**config.mk**
```make
export PLATFORM = sky130hd
export DESIGN_NAME = dbgu_ram
export DESIGN_NICKNAME = d
export VERILOG_FILES = /design/src/hw/rtl/dbgu_pkg.sv /design/src/hw/rtl/dbgu_ram.sv
export SDC_FILE = /design/constraint.sdc
export NUM_CORES = 2
export LEC_CHECK = 0
export BUFFER_PORTS_ARGS = -buffer_cell sky130_fd_sc_hd__buf_2
export CAP_MARGIN = 20
export CORE_MARGIN = 2
export CORE_UTILIZATION = 35
export CTS_BUF_LIST = sky130_fd_sc_hd__clkbuf_8
export DETAILED_ROUTE_END_ITERATION = 12
export HOLD_SLACK_MARGIN = 0.08
export PLACE_DENSITY_LB_ADDON = 0.08
export SLEW_MARGIN = 20
export SYNTH_ARGS = -nofsm -noshare
export SYNTH_HDL_FRONTEND = slang
export SYNTH_SLANG_ARGS = --single-unit
```
**constraint.sdc**
```tcl
create_clock -name clk -period 3.2 [get_ports clk]
set_input_delay 0.8 -clock clk [delete_from_list [all_inputs] [get_ports clk]]
set_output_delay 0.8 -clock clk [all_outputs]
set_load 0.05 [all_outputs]
```
**src/hw/rtl/dbgu_pkg.sv**
```systemverilog
package dbgu_pkg;

    localparam int DEF_STACK_DEPTH = 2048;

    localparam int COUNT_W = 12;
    localparam int PCT_W   = 15;
    localparam int PROD_W  = COUNT_W + PCT_W;

    localparam logic [COUNT_W-1:0] COUNT_MAX     = {COUNT_W{1'b1}};
    localparam logic [PCT_W-1:0]   PERCENT_SCALE = PCT_W'(25600);

    localparam logic [7:0] CHAR_OPEN  = 8'h28;
    localparam logic [7:0] CHAR_CLOSE = 8'h29;
    localparam logic [7:0] CHAR_G_UC  = 8'h47;
    localparam logic [7:0] CHAR_G_LC  = 8'h67;
    localparam logic [7:0] CHAR_U_UC  = 8'h55;
    localparam logic [7:0] CHAR_U_LC  = 8'h75;
    localparam logic [7:0] CHAR_T_UC  = 8'h54;
    localparam logic [7:0] CHAR_T_LC  = 8'h74;

    typedef enum logic [1:0] {
        CLS_OTHER = 2'd0,
        CLS_G     = 2'd1,
        CLS_UT    = 2'd2
    } class_t;

    typedef enum logic [1:0] {
        ST_OK        = 2'd0,
        ST_UNMATCHED = 2'd1,
        ST_OVERFLOW  = 2'd2
    } status_t;

    typedef struct packed {
        logic               start;
        logic [COUNT_W-1:0] gu;
        logic [COUNT_W-1:0] pairs;
    } div_req_t;

    function automatic class_t base_class(input logic [7:0] c);
        class_t cls;
        cls = CLS_OTHER;
        if (c == CHAR_G_UC || c == CHAR_G_LC)
        begin
            cls = CLS_G;
        end
        else if (c == CHAR_U_UC || c == CHAR_U_LC || c == CHAR_T_UC || c == CHAR_T_LC)
        begin
            cls = CLS_UT;
        end
        return cls;
    endfunction

endpackage

```
**src/hw/rtl/dbgu_ram.sv**
```systemverilog
module dbgu_ram #(
    parameter int WIDTH = 2,
    parameter int DEPTH = dbgu_pkg::DEF_STACK_DEPTH,
    localparam int AW = (DEPTH > 1) ? $clog2(DEPTH) : 1
) (
    input  logic             clk,
    input  logic             en,
    input  logic             we,
    input  logic [AW-1:0]    addr,
    input  logic [WIDTH-1:0] wdata,
    output logic [WIDTH-1:0] rdata
);

    logic [WIDTH-1:0] mem_reg [DEPTH];
    logic [WIDTH-1:0] rdata_reg;

    always_ff @(posedge clk)
    begin
        if (en)
        begin
            if (we)
            begin
                mem_reg[addr] <= wdata;
            end
            else
            begin
                rdata_reg <= mem_reg[addr];
            end
        end
    end

    assign rdata = rdata_reg;

endmodule

```
==> flow_summary.ini <==
[clock_tree]
cts_sinks = 4098
cts_root_buf = clkbuf_8
cts.clk_slew.worst_paths_ns = 0.06
cts_made_buffers = 716
h-tree-depth = 6
insertion_delay_ns = 1.28
cts_tree = yes
clk_path_buf_depth = 4

[global_routing]
overflow = 0
first_global_vias = 104000
antenna_found_initial = 37
track_usage = 0.239
grt_pass1_wl_um = 807000
grt_max_degree = 158

[cells_and_area]
layout-drive-gt1-share = 0.177
final_common_cell = edfxtp_1
nets = 11800
design_area_um2 = 196000
syn2layout_area_growth_pct = 19.2
final_cell_mix = 4098 x edfxtp_1, 2059 x nor2_1, 2048 x mux2i_1
fill_cells = 42700
post-route-util = 0.418
largest_reg_flops = 4096

[pwr]
ir_drop_mv = 0.468
power.internal_mw = 83.2
p_seq_frac = 0.542
p_leak_nw = 67.9
switching_share = 0.237
powerDensity_nw_per_um2 = 555
power_mw = 109
comb_power_share = 0.056
p_clk_frac = 0.402
power.switching_mw = 25.8

[run]
drv_cap = 0

[floorplanning]
rows = 252
core_um2 = 470000
die_h_um = 690
initial_core_util = 0.351
die_w_um = 690
fp.dieArea_um2 = 476000
top_level_ports = 18

[detailed_routing]
drtPass1Iterations = 6
avgRoutedWirePerCell_um = 31.5
drtIter0Drc = 9703
routed_via_density = 5.40
drt_wl_total_um = 585000
vias = 100000
final_antenna_net_count = 0
drc = 0

[timing]
fmax_ghz = 0.314
finClkSkew_ns = 0.0802
hold_viol = 0
slew_viol_final = 0
min_period_ns = 3.18
relSlewSlack = 0.354
tightest_slew_ns = 0.968
fin_crit_sh = 0.994
rsz0062_at_grt = false
setup_viol = 0

[critical_path]
arrival_ns = 4.20
endpoint_kind = flop
worst_setup_path_start_kind = input port
critPathRequiredTime_ns = 4.22
slowest_stage = nor4_1
path_class = input port to flop
crit_chain = buf_12 > buf_12 > buf_12 > buf_12 > buf_12 > buf_4 > mux2i_1 > o22ai_1 > nor4_1 > nand2_1 > a22oi_1 > buf_4 > nand4_1 > a22oi_1 > nand4_1
slowest_delay_ns = 0.41
crit_path_frequent_cell = buf_12
cp_max_fo = 24

[yosys]
yosysUniqueCellTypes = 30
synth_area_um2 = 165000
synth_seq_cells = 4098
synth.net_count = 10700
synth_cells = 10700
yosys_warnings = 0
ys_seq_area_frac = 0.747
syn_avg_cell_area_um2 = 15.4

[placement]
gp_congestion = 0.803
dpl-instance-area_um2 = 184000
dpl.hpwl_um = 362000
port_buffers = 17

[hold_path]
hold_path.class = input port to flop

[status]
status = finished clean
-- Yosys cell counts --
library cell	n	share of area
and3_1	3	0.00011
nor4_1	260	0.0099
buf_2	314	0.0095
mux2i_1	2048	0.12
nand4bb_1	6	0.00041
edfxtp_1	4098	0.75
a22oi_1	27	0.0012
or3b_2	1	0.000053
buf_1	44	0.0010
nor3_2	1	0.000061
or4b_1	4	0.00024
nand4_1	12	0.00046
nand2_1	162	0.0037
a21oi_1	84	0.0026
nand4b_1	4	0.00021
o22ai_1	1024	0.039
buf_4	14	0.00064
and3b_1	6	0.00032
nor2b_1	1	0.000038
nor3b_1	10	0.00046
or2_2	1	0.000038
clkbuf_1	501	0.011
nor3_1	3	0.000091
buf_6	3	0.00020
and4_1	1	0.000053
nor2_1	2060	0.047
or4_1	1	0.000046
a2111oi_0	4	0.00021
nand3_1	12	0.00036
nand3b_1	1	0.000046
-- timing repair --
item,in CTS,in global routing
setup buffers,0,4
endpoints found under the hold margin,164,0
pin swaps,0,2
gates resized for setup,6,9
setup endpoints to repair,3,2
hold buffers,4,0
-- routing by layer --
layer,vias up,wire [um],GRT usage,share of wire
li1,43500,-,-,-
met1,52700,254000,0.325,0.43
met2,3319,285000,0.404,0.49
met3,817,32000,0.0317,0.055
met4,12,14700,0.0618,0.025
met5,-,80,0,0.00014
-- cell type report --
class                      instances  area, um^2  share of cell area
antenna                            5        12.5           0.0000637
clock buffer                     723        9950              0.0507
clock inverter                   542        2730              0.0139
multi-input combinational       5736       38500               0.196
sequential                      4098      123000               0.626
tap                             6223        7790              0.0396
timing repair buffer            1276       14400              0.0731
-- power by group through the flow --
| stage | Clock, mW | Sequential (mW) | Combinational (mW) |
|---|---|---|---|
| 2_1_floorplan | 0 | 60.2 | 2.33 |
| 3_3_place_gp | 0 | 60.2 | 6.07 |
| 3_5_place_dp | 0 | 60.2 | 6.10 |
| 4_1_cts | 44.9 | 59.1 | 6.13 |
| 5_1_grt | 47.2 | 59.0 | 6.37 |
| 6_report | 43.8 | 59.1 | 6.09 |
-- logic make-up after synthesis --
logic type      after synthesis  synth area share
flops                      4098             0.747
buf+inv                     876            0.0228
compound gates             1139            0.0429
mux                        2048             0.124
simple gates               2549            0.0635
-- worst max-delay path, delay by kind of cell --
| family | cells | cell delay (ns) |
|---|---|---|
| compound gates | 3 | 0.62 |
| buf+inv | 7 | 1.45 |
| mux | 1 | 0.24 |
| simple gates | 4 | 0.92 |
-- stage by stage --
stage | hold slack [ns] | instances | TNS [ns] | setup WS [ns]
floorplan | 0.897 | 10700 | 0 | 0.126
global placement | 1.17 | 17300 | -7.19 | -1.89
detailed placement | 1.16 | 17300 | -9.90 | -1.82
CTS | 0.365 | 18600 | 0 | 0.00552
global route | 0.491 | 18600 | 0 | 0.00819
finish | 0.528 | 18600 | 0 | 0.0188
-- path summary, 6_finish.rpt --
path               startpoint  endpoint  slack, ns  cells past startpoint
max reg2reg   mem_reg[558][0]  rdata[0]       0.11                     10
max                   addr[1]  rdata[0]       0.02                     15
min reg2reg  mem_reg[2001][1]  rdata[1]       1.09                      8
min                   addr[9]  rdata[0]       0.53                      5
Power figures use the tool's default switching activity.
