<file path="config.mk">
export PLATFORM = sky130hd
export DESIGN_NAME = dbgu_div
export DESIGN_NICKNAME = d
export VERILOG_FILES = /design/src/hw/rtl/dbgu_pkg.sv /design/src/hw/rtl/dbgu_div.sv
export SDC_FILE = /design/constraint.sdc
export NUM_CORES = 1
export LEC_CHECK = 0
export BUFFER_PORTS_ARGS = -buffer_cell sky130_fd_sc_hd__clkbuf_2
export CORE_MARGIN = 5
export CORE_UTILIZATION = 51
export DETAILED_ROUTE_END_ITERATION = 12
export GPL_TIMING_DRIVEN = 0
export PLACE_DENSITY = 0.72
export SYNTH_ARGS = -nofsm -noshare
export SYNTH_HDL_FRONTEND = slang
export SYNTH_SLANG_ARGS = --single-unit
</file>
<file path="constraint.sdc">
create_clock -name clk -period 3.6 [get_ports clk]
set_clock_uncertainty 0.05 [all_clocks]
set_input_delay 0.72 -clock clk [delete_from_list [all_inputs] [get_ports clk]]
set_output_delay 0.72 -clock clk [all_outputs]
set_load 0.1 [all_outputs]
</file>
<file path="src/hw/rtl/dbgu_pkg.sv">
package dbgu_pkg;

    localparam int DEF_STACK_DEPTH = 2048;

    localparam int COUNT_W = 12;
    localparam int PCT_W   = 15;
    localparam int PROD_W  = COUNT_W + PCT_W;

    localparam logic [COUNT_W-1:0] COUNT_MAX     = {COUNT_W{1'b1}};
    localparam logic [PCT_W-1:0]   PERCENT_SCALE = PCT_W'(25600);

    localparam logic [7:0] CHAR_OPEN  = 8'h28;
    localparam logic [7:0] CHAR_CLOSE = 8'h29;
    localparam logic [7:0] CHAR_G_UC  = 8'h47;
    localparam logic [7:0] CHAR_G_LC  = 8'h67;
    localparam logic [7:0] CHAR_U_UC  = 8'h55;
    localparam logic [7:0] CHAR_U_LC  = 8'h75;
    localparam logic [7:0] CHAR_T_UC  = 8'h54;
    localparam logic [7:0] CHAR_T_LC  = 8'h74;

    typedef enum logic [1:0] {
        CLS_OTHER = 2'd0,
        CLS_G     = 2'd1,
        CLS_UT    = 2'd2
    } class_t;

    typedef enum logic [1:0] {
        ST_OK        = 2'd0,
        ST_UNMATCHED = 2'd1,
        ST_OVERFLOW  = 2'd2
    } status_t;

    typedef struct packed {
        logic               start;
        logic [COUNT_W-1:0] gu;
        logic [COUNT_W-1:0] pairs;
    } div_req_t;

    function automatic class_t base_class(input logic [7:0] c);
        class_t cls;
        cls = CLS_OTHER;
        if (c == CHAR_G_UC || c == CHAR_G_LC)
        begin
            cls = CLS_G;
        end
        else if (c == CHAR_U_UC || c == CHAR_U_LC || c == CHAR_T_UC || c == CHAR_T_LC)
        begin
            cls = CLS_UT;
        end
        return cls;
    endfunction

endpackage

</file>
<file path="src/hw/rtl/dbgu_div.sv">
module dbgu_div (
    input  logic                              clk,
    input  logic                              rst_n,
    input  dbgu_pkg::div_req_t                req,
    input  logic                              ack,
    output logic                              done,
    output logic [dbgu_pkg::PCT_W-1:0]        quotient
);

    typedef enum logic [3:0] {
        S_IDLE = 4'b0001,
        S_MUL  = 4'b0010,
        S_DIV  = 4'b0100,
        S_DONE = 4'b1000
    } div_state_t;

    localparam int CW = $clog2(dbgu_pkg::PCT_W);
    localparam logic [CW-1:0] LAST_STEP = CW'(dbgu_pkg::PCT_W - 1);

    div_state_t state_reg, state_next;
    logic [CW-1:0] cnt_reg;
    logic [dbgu_pkg::COUNT_W-1:0] gu_reg;
    logic [dbgu_pkg::COUNT_W-1:0] pairs_reg;
    logic [dbgu_pkg::COUNT_W-1:0] rem_reg;
    logic [dbgu_pkg::PCT_W-1:0]   quo_reg;

    logic [dbgu_pkg::PROD_W-1:0]  prod;
    logic [dbgu_pkg::COUNT_W:0]   trial;
    logic [dbgu_pkg::COUNT_W:0]   diff;
    logic                         ge;

    assign prod  = dbgu_pkg::PROD_W'(gu_reg) * dbgu_pkg::PROD_W'(dbgu_pkg::PERCENT_SCALE);
    assign trial = {rem_reg, quo_reg[dbgu_pkg::PCT_W-1]};
    assign ge    = trial >= {1'b0, pairs_reg};
    assign diff  = trial - {1'b0, pairs_reg};

    always_comb
    begin
        state_next = state_reg;
        case (state_reg)
            S_IDLE:  if (req.start) state_next = S_MUL;
            S_MUL:   state_next = S_DIV;
            S_DIV:   if (cnt_reg == LAST_STEP) state_next = S_DONE;
            S_DONE:  if (ack) state_next = S_IDLE;
            default: state_next = S_IDLE;
        endcase
    end

    always_ff @(posedge clk or negedge rst_n)
    begin
        if (!rst_n)
        begin
            state_reg <= S_IDLE;
            cnt_reg   <= '0;
        end
        else
        begin
            state_reg <= state_next;
            if (state_reg == S_MUL)
            begin
                cnt_reg <= '0;
            end
            else if (state_reg == S_DIV)
            begin
                cnt_reg <= cnt_reg + 1'b1;
            end
        end
    end

    // restoring division, one quotient bit per cycle; the product's upper
    // bits already sit below the divisor because the quotient fits PCT_W
    always_ff @(posedge clk)
    begin
        case (state_reg)
            S_IDLE:
            begin
                if (req.start)
                begin
                    gu_reg    <= req.gu;
                    pairs_reg <= req.pairs;
                end
            end
            S_MUL:
            begin
                rem_reg <= prod[dbgu_pkg::PROD_W-1:dbgu_pkg::PCT_W];
                quo_reg <= prod[dbgu_pkg::PCT_W-1:0];
            end
            S_DIV:
            begin
                rem_reg <= ge ? diff[dbgu_pkg::COUNT_W-1:0] : trial[dbgu_pkg::COUNT_W-1:0];
                quo_reg <= {quo_reg[dbgu_pkg::PCT_W-2:0], ge};
            end
            default:
            begin
                rem_reg <= rem_reg;
            end
        endcase
    end

    assign done     = (state_reg == S_DONE);
    assign quotient = (pairs_reg == '0) ? '0 : quo_reg;

endmodule

</file>
==> results of run 1 <==
[per-stage QoR]
| stage | hold WS, ns | std cells | worst slack [ns] | TNS (ns) | cell area [um^2] |
|---|---|---|---|---|---|
| 2_1_floorplan | 0.374 | 405 | 0.397 | 0 | 4270 |
| 3_3_place_gp | 0.471 | 553 | 0.167 | 0 | 4620 |
| 3_5_place_dp | 0.474 | 553 | 0.164 | 0 | 4620 |
| 4_1_cts | 0.151 | 569 | 0.144 | 0 | 4830 |
| 5_1_grt | 0.149 | 569 | -0.0129 | -0.0129 | 4830 |
| 6_report | 0.156 | 569 | 0.202 | 0 | 4830 |
[kinds of logic (layout without fill, tap and decap cells)]
| group | Yosys count | count (layout) |
|---|---|---|
| buffers and inverters | 52 | 111 |
| DFF | 59 | 59 |
| adders and majority gates | 62 | 62 |
| and+or+nand+nor | 127 | 127 |
| AOI/OAI and AO/OA | 90 | 90 |
| xor gates and xnor gates | 15 | 15 |
[final timing paths]
kind / start / endpoint / slack [ns] / cells after the start
hold / removal: rst_n / cnt_reg[2] / 0.16 / 1
max in group asynchronous: rst_n / state_reg[0] / 3.09 / 1
hold reg to reg: quo_reg[12] / quo_reg[13] / 0.50 / 2
setup reg to reg: gu_reg[3] / rem_reg[9] / 0.20 / 12
setup / recovery: gu_reg[3] / rem_reg[9] / 0.20 / 12
min in group clk: req[1] / pairs_reg[1] / 0.49 / 1
[cells in the mapped netlist (2+ instances only)]
cell / n
o21a_1: 9
nor3_1: 12
a21o_1: 6
a31oi_1: 4
nor2b_1: 5
nand2_1: 29
and4_1: 2
nor2_1: 20
o22ai_1: 2
a2111oi_0: 2
nand2b_1: 3
o21bai_1: 3
inv_1: 43
ha_1: 54
a21boi_0: 2
nand4_1: 4
o31a_1: 2
and2_1: 26
o21ai_0: 11
xnor2_1: 3
a41oi_1: 2
a21oi_1: 17
xor2_1: 12
a31o_2: 2
edfxtp_1: 51
and3_1: 3
o311ai_0: 3
a211oi_1: 8
nor4_1: 6
clkbuf_1: 5
nand3_1: 6
buf_2: 3
a311o_1: 5
nor4b_1: 3
fa_1: 8
dfrtp_1: 7
[critical path, cell delays in order, from the launching register on]
cell and delay [ns]:
edfxtp_1 0.45, ha_1 0.34, ha_1 0.29, inv_1 0.05
fa_1 0.49, inv_1 0.04, ha_1 0.34, o21ai_1 0.11
o21ai_0 0.39, a41oi_1 0.19, xnor2_1 0.16, nand2_1 0.08
o311ai_0 0.15
[per-layer routing]
| metal | up-vias | global-route usage [%] |
|---|---|---|
| li1 | 1599 | - |
| met1 | 1509 | 24.7 |
| met2 | 68 | 30.2 |
| met3 | 14 | 3.72 |
| met4 | 0 | 6.54 |
| met5 | - | 0 |
[final cells by class]
class                      instances  area share [%]
clock inverter                     7            1.73
sequential                        59            35.9
buffer                             9           0.932
timing repair buffer              43            4.45
clock buffer                       9            2.56
multi-input combinational        294            48.4
inverter                          43            3.34
tap                              105            2.72
==> out/metrics.cfg, run 1 <==
[cells_and_area]
multi_input_area_um2=2340
diodes=0
n_fill_cell=684
nNetsFinal=549
largest_reg_flops=15
final_cell_mix=54 x ha_1, 51 x edfxtp_1, 43 x inv_1, 43 x clkbuf_2, 29 x nand2_1
syn2layout_area_growth_pct=13.3
final_common_cell=ha_1
final_util_pct=59.1
drive_gt1_share_pct=16.8
register_area_um2=1730

[logic_synthesis]
synth-xor-area-share_pct=3.08
synthTopCellsByArea=edfxtp_1 36%, ha_1 16%, dfrtp_1 4.1%, and2_1 3.8%, inv_1 3.8%
synthArstFlopShare_pct=13.6
yosysTopAreaCellShare_pct=35.9
synthSimpleGateAreaFrac_pct=16.2
ys_ff_latch=59
synth_top_cell_by_area=edfxtp_1
muxShareOfSynthArea_pct=0
syn_avg_cell_area_um2=10.5
synth-edff-count=51
synth_fa_ha_area_share_pct=19.6
synthCells=405
yosysWarnings=0
synthDistinctLibCells=58
synth_compound_area_share_pct=15.6
synth_flop_cell=edfxtp_1
synth_area_um2=4270
syn_nets=495
synth_top_family_by_area=adder cells
ys_seq_area_share_pct=40.6

[routing]
wl_met1_um=4080
wl_met3_um=347
wl_met2_um=4260
drc=0
wirelength_um=8880
top_layer=met4
vias_per_cell=5.61
wl_per_cell_um=15.6
drtIter0Drc=223
ant_nets=0
drt_first_pass_iters=4
vias=3190

[floorplan]
rows=33
fp.dieH_um=101
start_util_pct=52.2
die_area_um2=10300
io_pins=44
die_x_um=101
core_region_area_um2=8180

[sta]
rsz0062_at_grt=yes
finalCritPeriodShare_pct=94.4
slew_headroom_pct=22.7
worstMarginPinSlew_ns=1.16
max_freq_mhz=294
maxSlewViolCount=0
setup_violations=0
finalHoldViolations=0
final.min_clock_period_ns=3.40

[placement]
gp_congestion=0.904
io_buffers=43
dp_hpwl_um=6900

[critical_path]
end_kind=flip-flop
startpoint_type=flip-flop
path_max_fanout=4
path_class=flip-flop to flip-flop
arrival_ns=3.41
required_ns=3.61

[clock_network]
numCtsBuffers=9
postCtsHoldBufs=0
cts_tree=done
clock-root-buffer=clkbuf_8
path_clk_slew_ns=0.08
clock-sinks=59
clockBufferDepth=2
cts_resized=0
htree_levels=3
clk_latency_ns=0.35
cts_setup_buffers=0

[global_route]
gr-usage-all-layers_pct=18.5
grt_max_degree=29
first_global_vias=3257
grt_remaining_overflow=0
antenna_found_initial=0
grt_pass1_wl_um=15000

[job]
maxCapViolCount=0

[status]
status=completed

[hold_path]
hold_path_class=primary input to async pin

Power of run 1 is left out: the tool's default activity adds up to more than one toggle a clock period on the data nets, which glitch-free logic cannot reach.
==> run 2: changes to the inputs <==
--- a/config.mk
+++ b/config.mk
@@ -11,6 +11,7 @@
 export DETAILED_ROUTE_END_ITERATION = 12
 export GPL_TIMING_DRIVEN = 0
 export PLACE_DENSITY = 0.72
+export SLEW_MARGIN = 5
 export SYNTH_ARGS = -nofsm -noshare
 export SYNTH_HDL_FRONTEND = slang
 export SYNTH_SLANG_ARGS = --single-unit
==> constraint.sdc (replaced) <==
create_clock -name clk -period 3.6 [get_ports clk]
set_clock_uncertainty 0.05 [all_clocks]
set_input_delay 0.72 -clock clk [delete_from_list [all_inputs] [get_ports clk]]
set_output_delay 0.72 -clock clk [all_outputs]
set_load 0.005 [all_outputs]
==> run 2 against run 1 <==
  * Routed wire length rose by 1.6%
  * Worst setup slack got worse by 0.010 ns
  * Core utilization fell by 0.092 points
  * Flip-flop and latch count did not move
  * First-iteration DRC count fell by 14%
  * Design area fell by 0.16%
  * Die area did not move
  * Register-to-register slack barely moved
==> out/metrics.cfg, run 2 (same netlist as run 1, synthesis figures left out) <==
[pwr]
leakagePower_nw=2.13
totalPowerFinal_w=0.00530
power_density_nw_per_um2=1100
p_int_w=0.00293
ir_drop_uv=566
clockPowerShare_pct=11.6
pwr-share-seq_pct=25.0
switching_power_w=0.00236
swShare_pct=44.6
combPwrFrac_pct=63.4

[clock_network]
clockBufferDepth=2
cts_setup_buffers=0
htree_levels=3
path_clk_slew_ns=0.07
numCtsBuffers=9
cts_tree=done
clk_latency_ns=0.34
clock-sinks=59
clock-root-buffer=clkbuf_8

[sta]
rsz0062_at_grt=no
finalHoldViolations=0
slew_headroom_pct=20.7
worstMarginPinSlew_ns=1.19
setup_tns_ns=0
final.min_clock_period_ns=3.41
finalCritPeriodShare_pct=94.7
setup_violations=0
max_freq_mhz=293
maxSlewViolCount=0

[critical_path]
r2r_cells=12
path_class=flip-flop to flip-flop
worstPathCellList=ha_1 > ha_1 > inv_1 > fa_1 > inv_1 > ha_1 > o21ai_1 > o21ai_0 > a41oi_1 > xnor2_1 > nand2_1 > o311ai_0
slowest_stage=fa_1
required_ns=3.62
crit_family=adder cells
path_max_fanout=4
crit_top_cell=ha_1
arrival_ns=3.43
end_kind=flip-flop
timing.rr.end=rem_reg[9]
worst-path-buf-inv=2
cpPeakStageDelay_ns=0.49
r2r_slack_ns=0.19
startpoint_type=flip-flop
rr_startpoint=gu_reg[4]

[cells_and_area]
diodes=0
n_fill_cell=712
drive_gt1_share_pct=16.8
final_util_pct=59.0
largest_reg_flops=15
nNetsFinal=549
syn2layout_area_growth_pct=13.1
final_cell_mix=54 x ha_1, 51 x edfxtp_1, 43 x inv_1, 43 x clkbuf_2, 29 x nand2_1
final_common_cell=ha_1

[routing]
drt_first_pass_iters=5
ant_nets=0
wl_per_cell_um=15.8
vias_per_cell=5.68
wirelength_um=9020
drtIter0Drc=191
drc=0
vias=3233

[floorplan]
core_region_area_um2=8180
rows=33
fp.dieH_um=101
die_x_um=101
start_util_pct=52.2
die_area_um2=10300
io_pins=44

[global_route]
grt_max_degree=29
grt_pass1_wl_um=14800
grt_remaining_overflow=0
first_global_vias=3305
antenna_found_initial=0
gr-usage-all-layers_pct=18.4

[placement]
gp_congestion=0.873
dp_hpwl_um=7040
io_buffers=43

[hold_path]
hold_path_class=primary input to async pin

[status]
status=completed

[job]
maxCapViolCount=0

run 2: cell types whose count changed in the layout (fill, tap and decap cells not counted), sizes merged:
cell | previous run | this run
inv | 47 | 44
clkinvlp | 1 | 3
clkinv | 1 | 2
run 2: metrics by stage:
stage / area [um^2] / cells / setup WS (ns) / hold WS, ns
after floorplan: 4270 / 405 / 0.397 / 0.374
after global placement: 4610 / 553 / 0.174 / 0.468
after detailed placement: 4610 / 553 / 0.115 / 0.480
after CTS: 4810 / 569 / 0.0993 / 0.158
after global routing: 4820 / 569 / 0.0351 / 0.162
final: 4820 / 569 / 0.191 / 0.164
run 2: per-layer routing:
layer	global-route usage (%)	part of all wire (%)	vias up
li1	-	-	1600
met1	24.2	46	1530
met2	29.5	47	80
met3	3.51	3.8	23
met4	8.69	2.6	0
met5	0	0	-
run 2: worst max-delay path by stage:
stage,start,endpoint,cells after the start
3_5_place_dp,gu_reg[2],rem_reg[6],10
5_1_grt,gu_reg[2],rem_reg[9],10
3_3_place_gp,gu_reg[2],rem_reg[6],10
6_report,gu_reg[4],rem_reg[9],12
2_1_floorplan,gu_reg[2],rem_reg[6],10
4_1_cts,gu_reg[2],rem_reg[6],10
run 2: final cells by class:
type / instances / area [um^2] / share of cell area, %
inverters: 43 / 161 / 3.35
clock buffers: 9 / 124 / 2.57
repair buffers: 43 / 215 / 4.46
clock inverters: 7 / 77.6 / 1.61
flip-flops and latches: 59 / 1730 / 35.9
plain buffers: 9 / 45.0 / 0.934
multi-input cells: 294 / 2340 / 48.4
well taps: 105 / 131 / 2.72
run 2: timing repair:
action	in CTS	in global routing
setup endpoints to repair	0	6
hold buffers	0	0
gates resized for setup	0	6
run 2: worst register-to-register path, stage by stage (launching register included):
cell,delay (ns)
edfxtp_1,0.45
ha_1,0.33
ha_1,0.29
inv_1,0.05
fa_1,0.49
inv_1,0.05
ha_1,0.34
o21ai_1,0.14
o21ai_0,0.40
a41oi_1,0.20
xnor2_1,0.16
nand2_1,0.08
o311ai_0,0.12
run 2: power by group through the flow:
stage | registers, W | clock network, W | logic, W
final | 0.00132 | 0.000614 | 0.00336
after global routing | 0.00135 | 0.000655 | 0.00380
after CTS | 0.00132 | 0.000625 | 0.00330
after detailed placement | 0.00134 | 0 | 0.00328
after global placement | 0.00133 | 0 | 0.00316
after floorplan | 0.00127 | 0 | 0.00260
(Power assumes the default switching activity.)
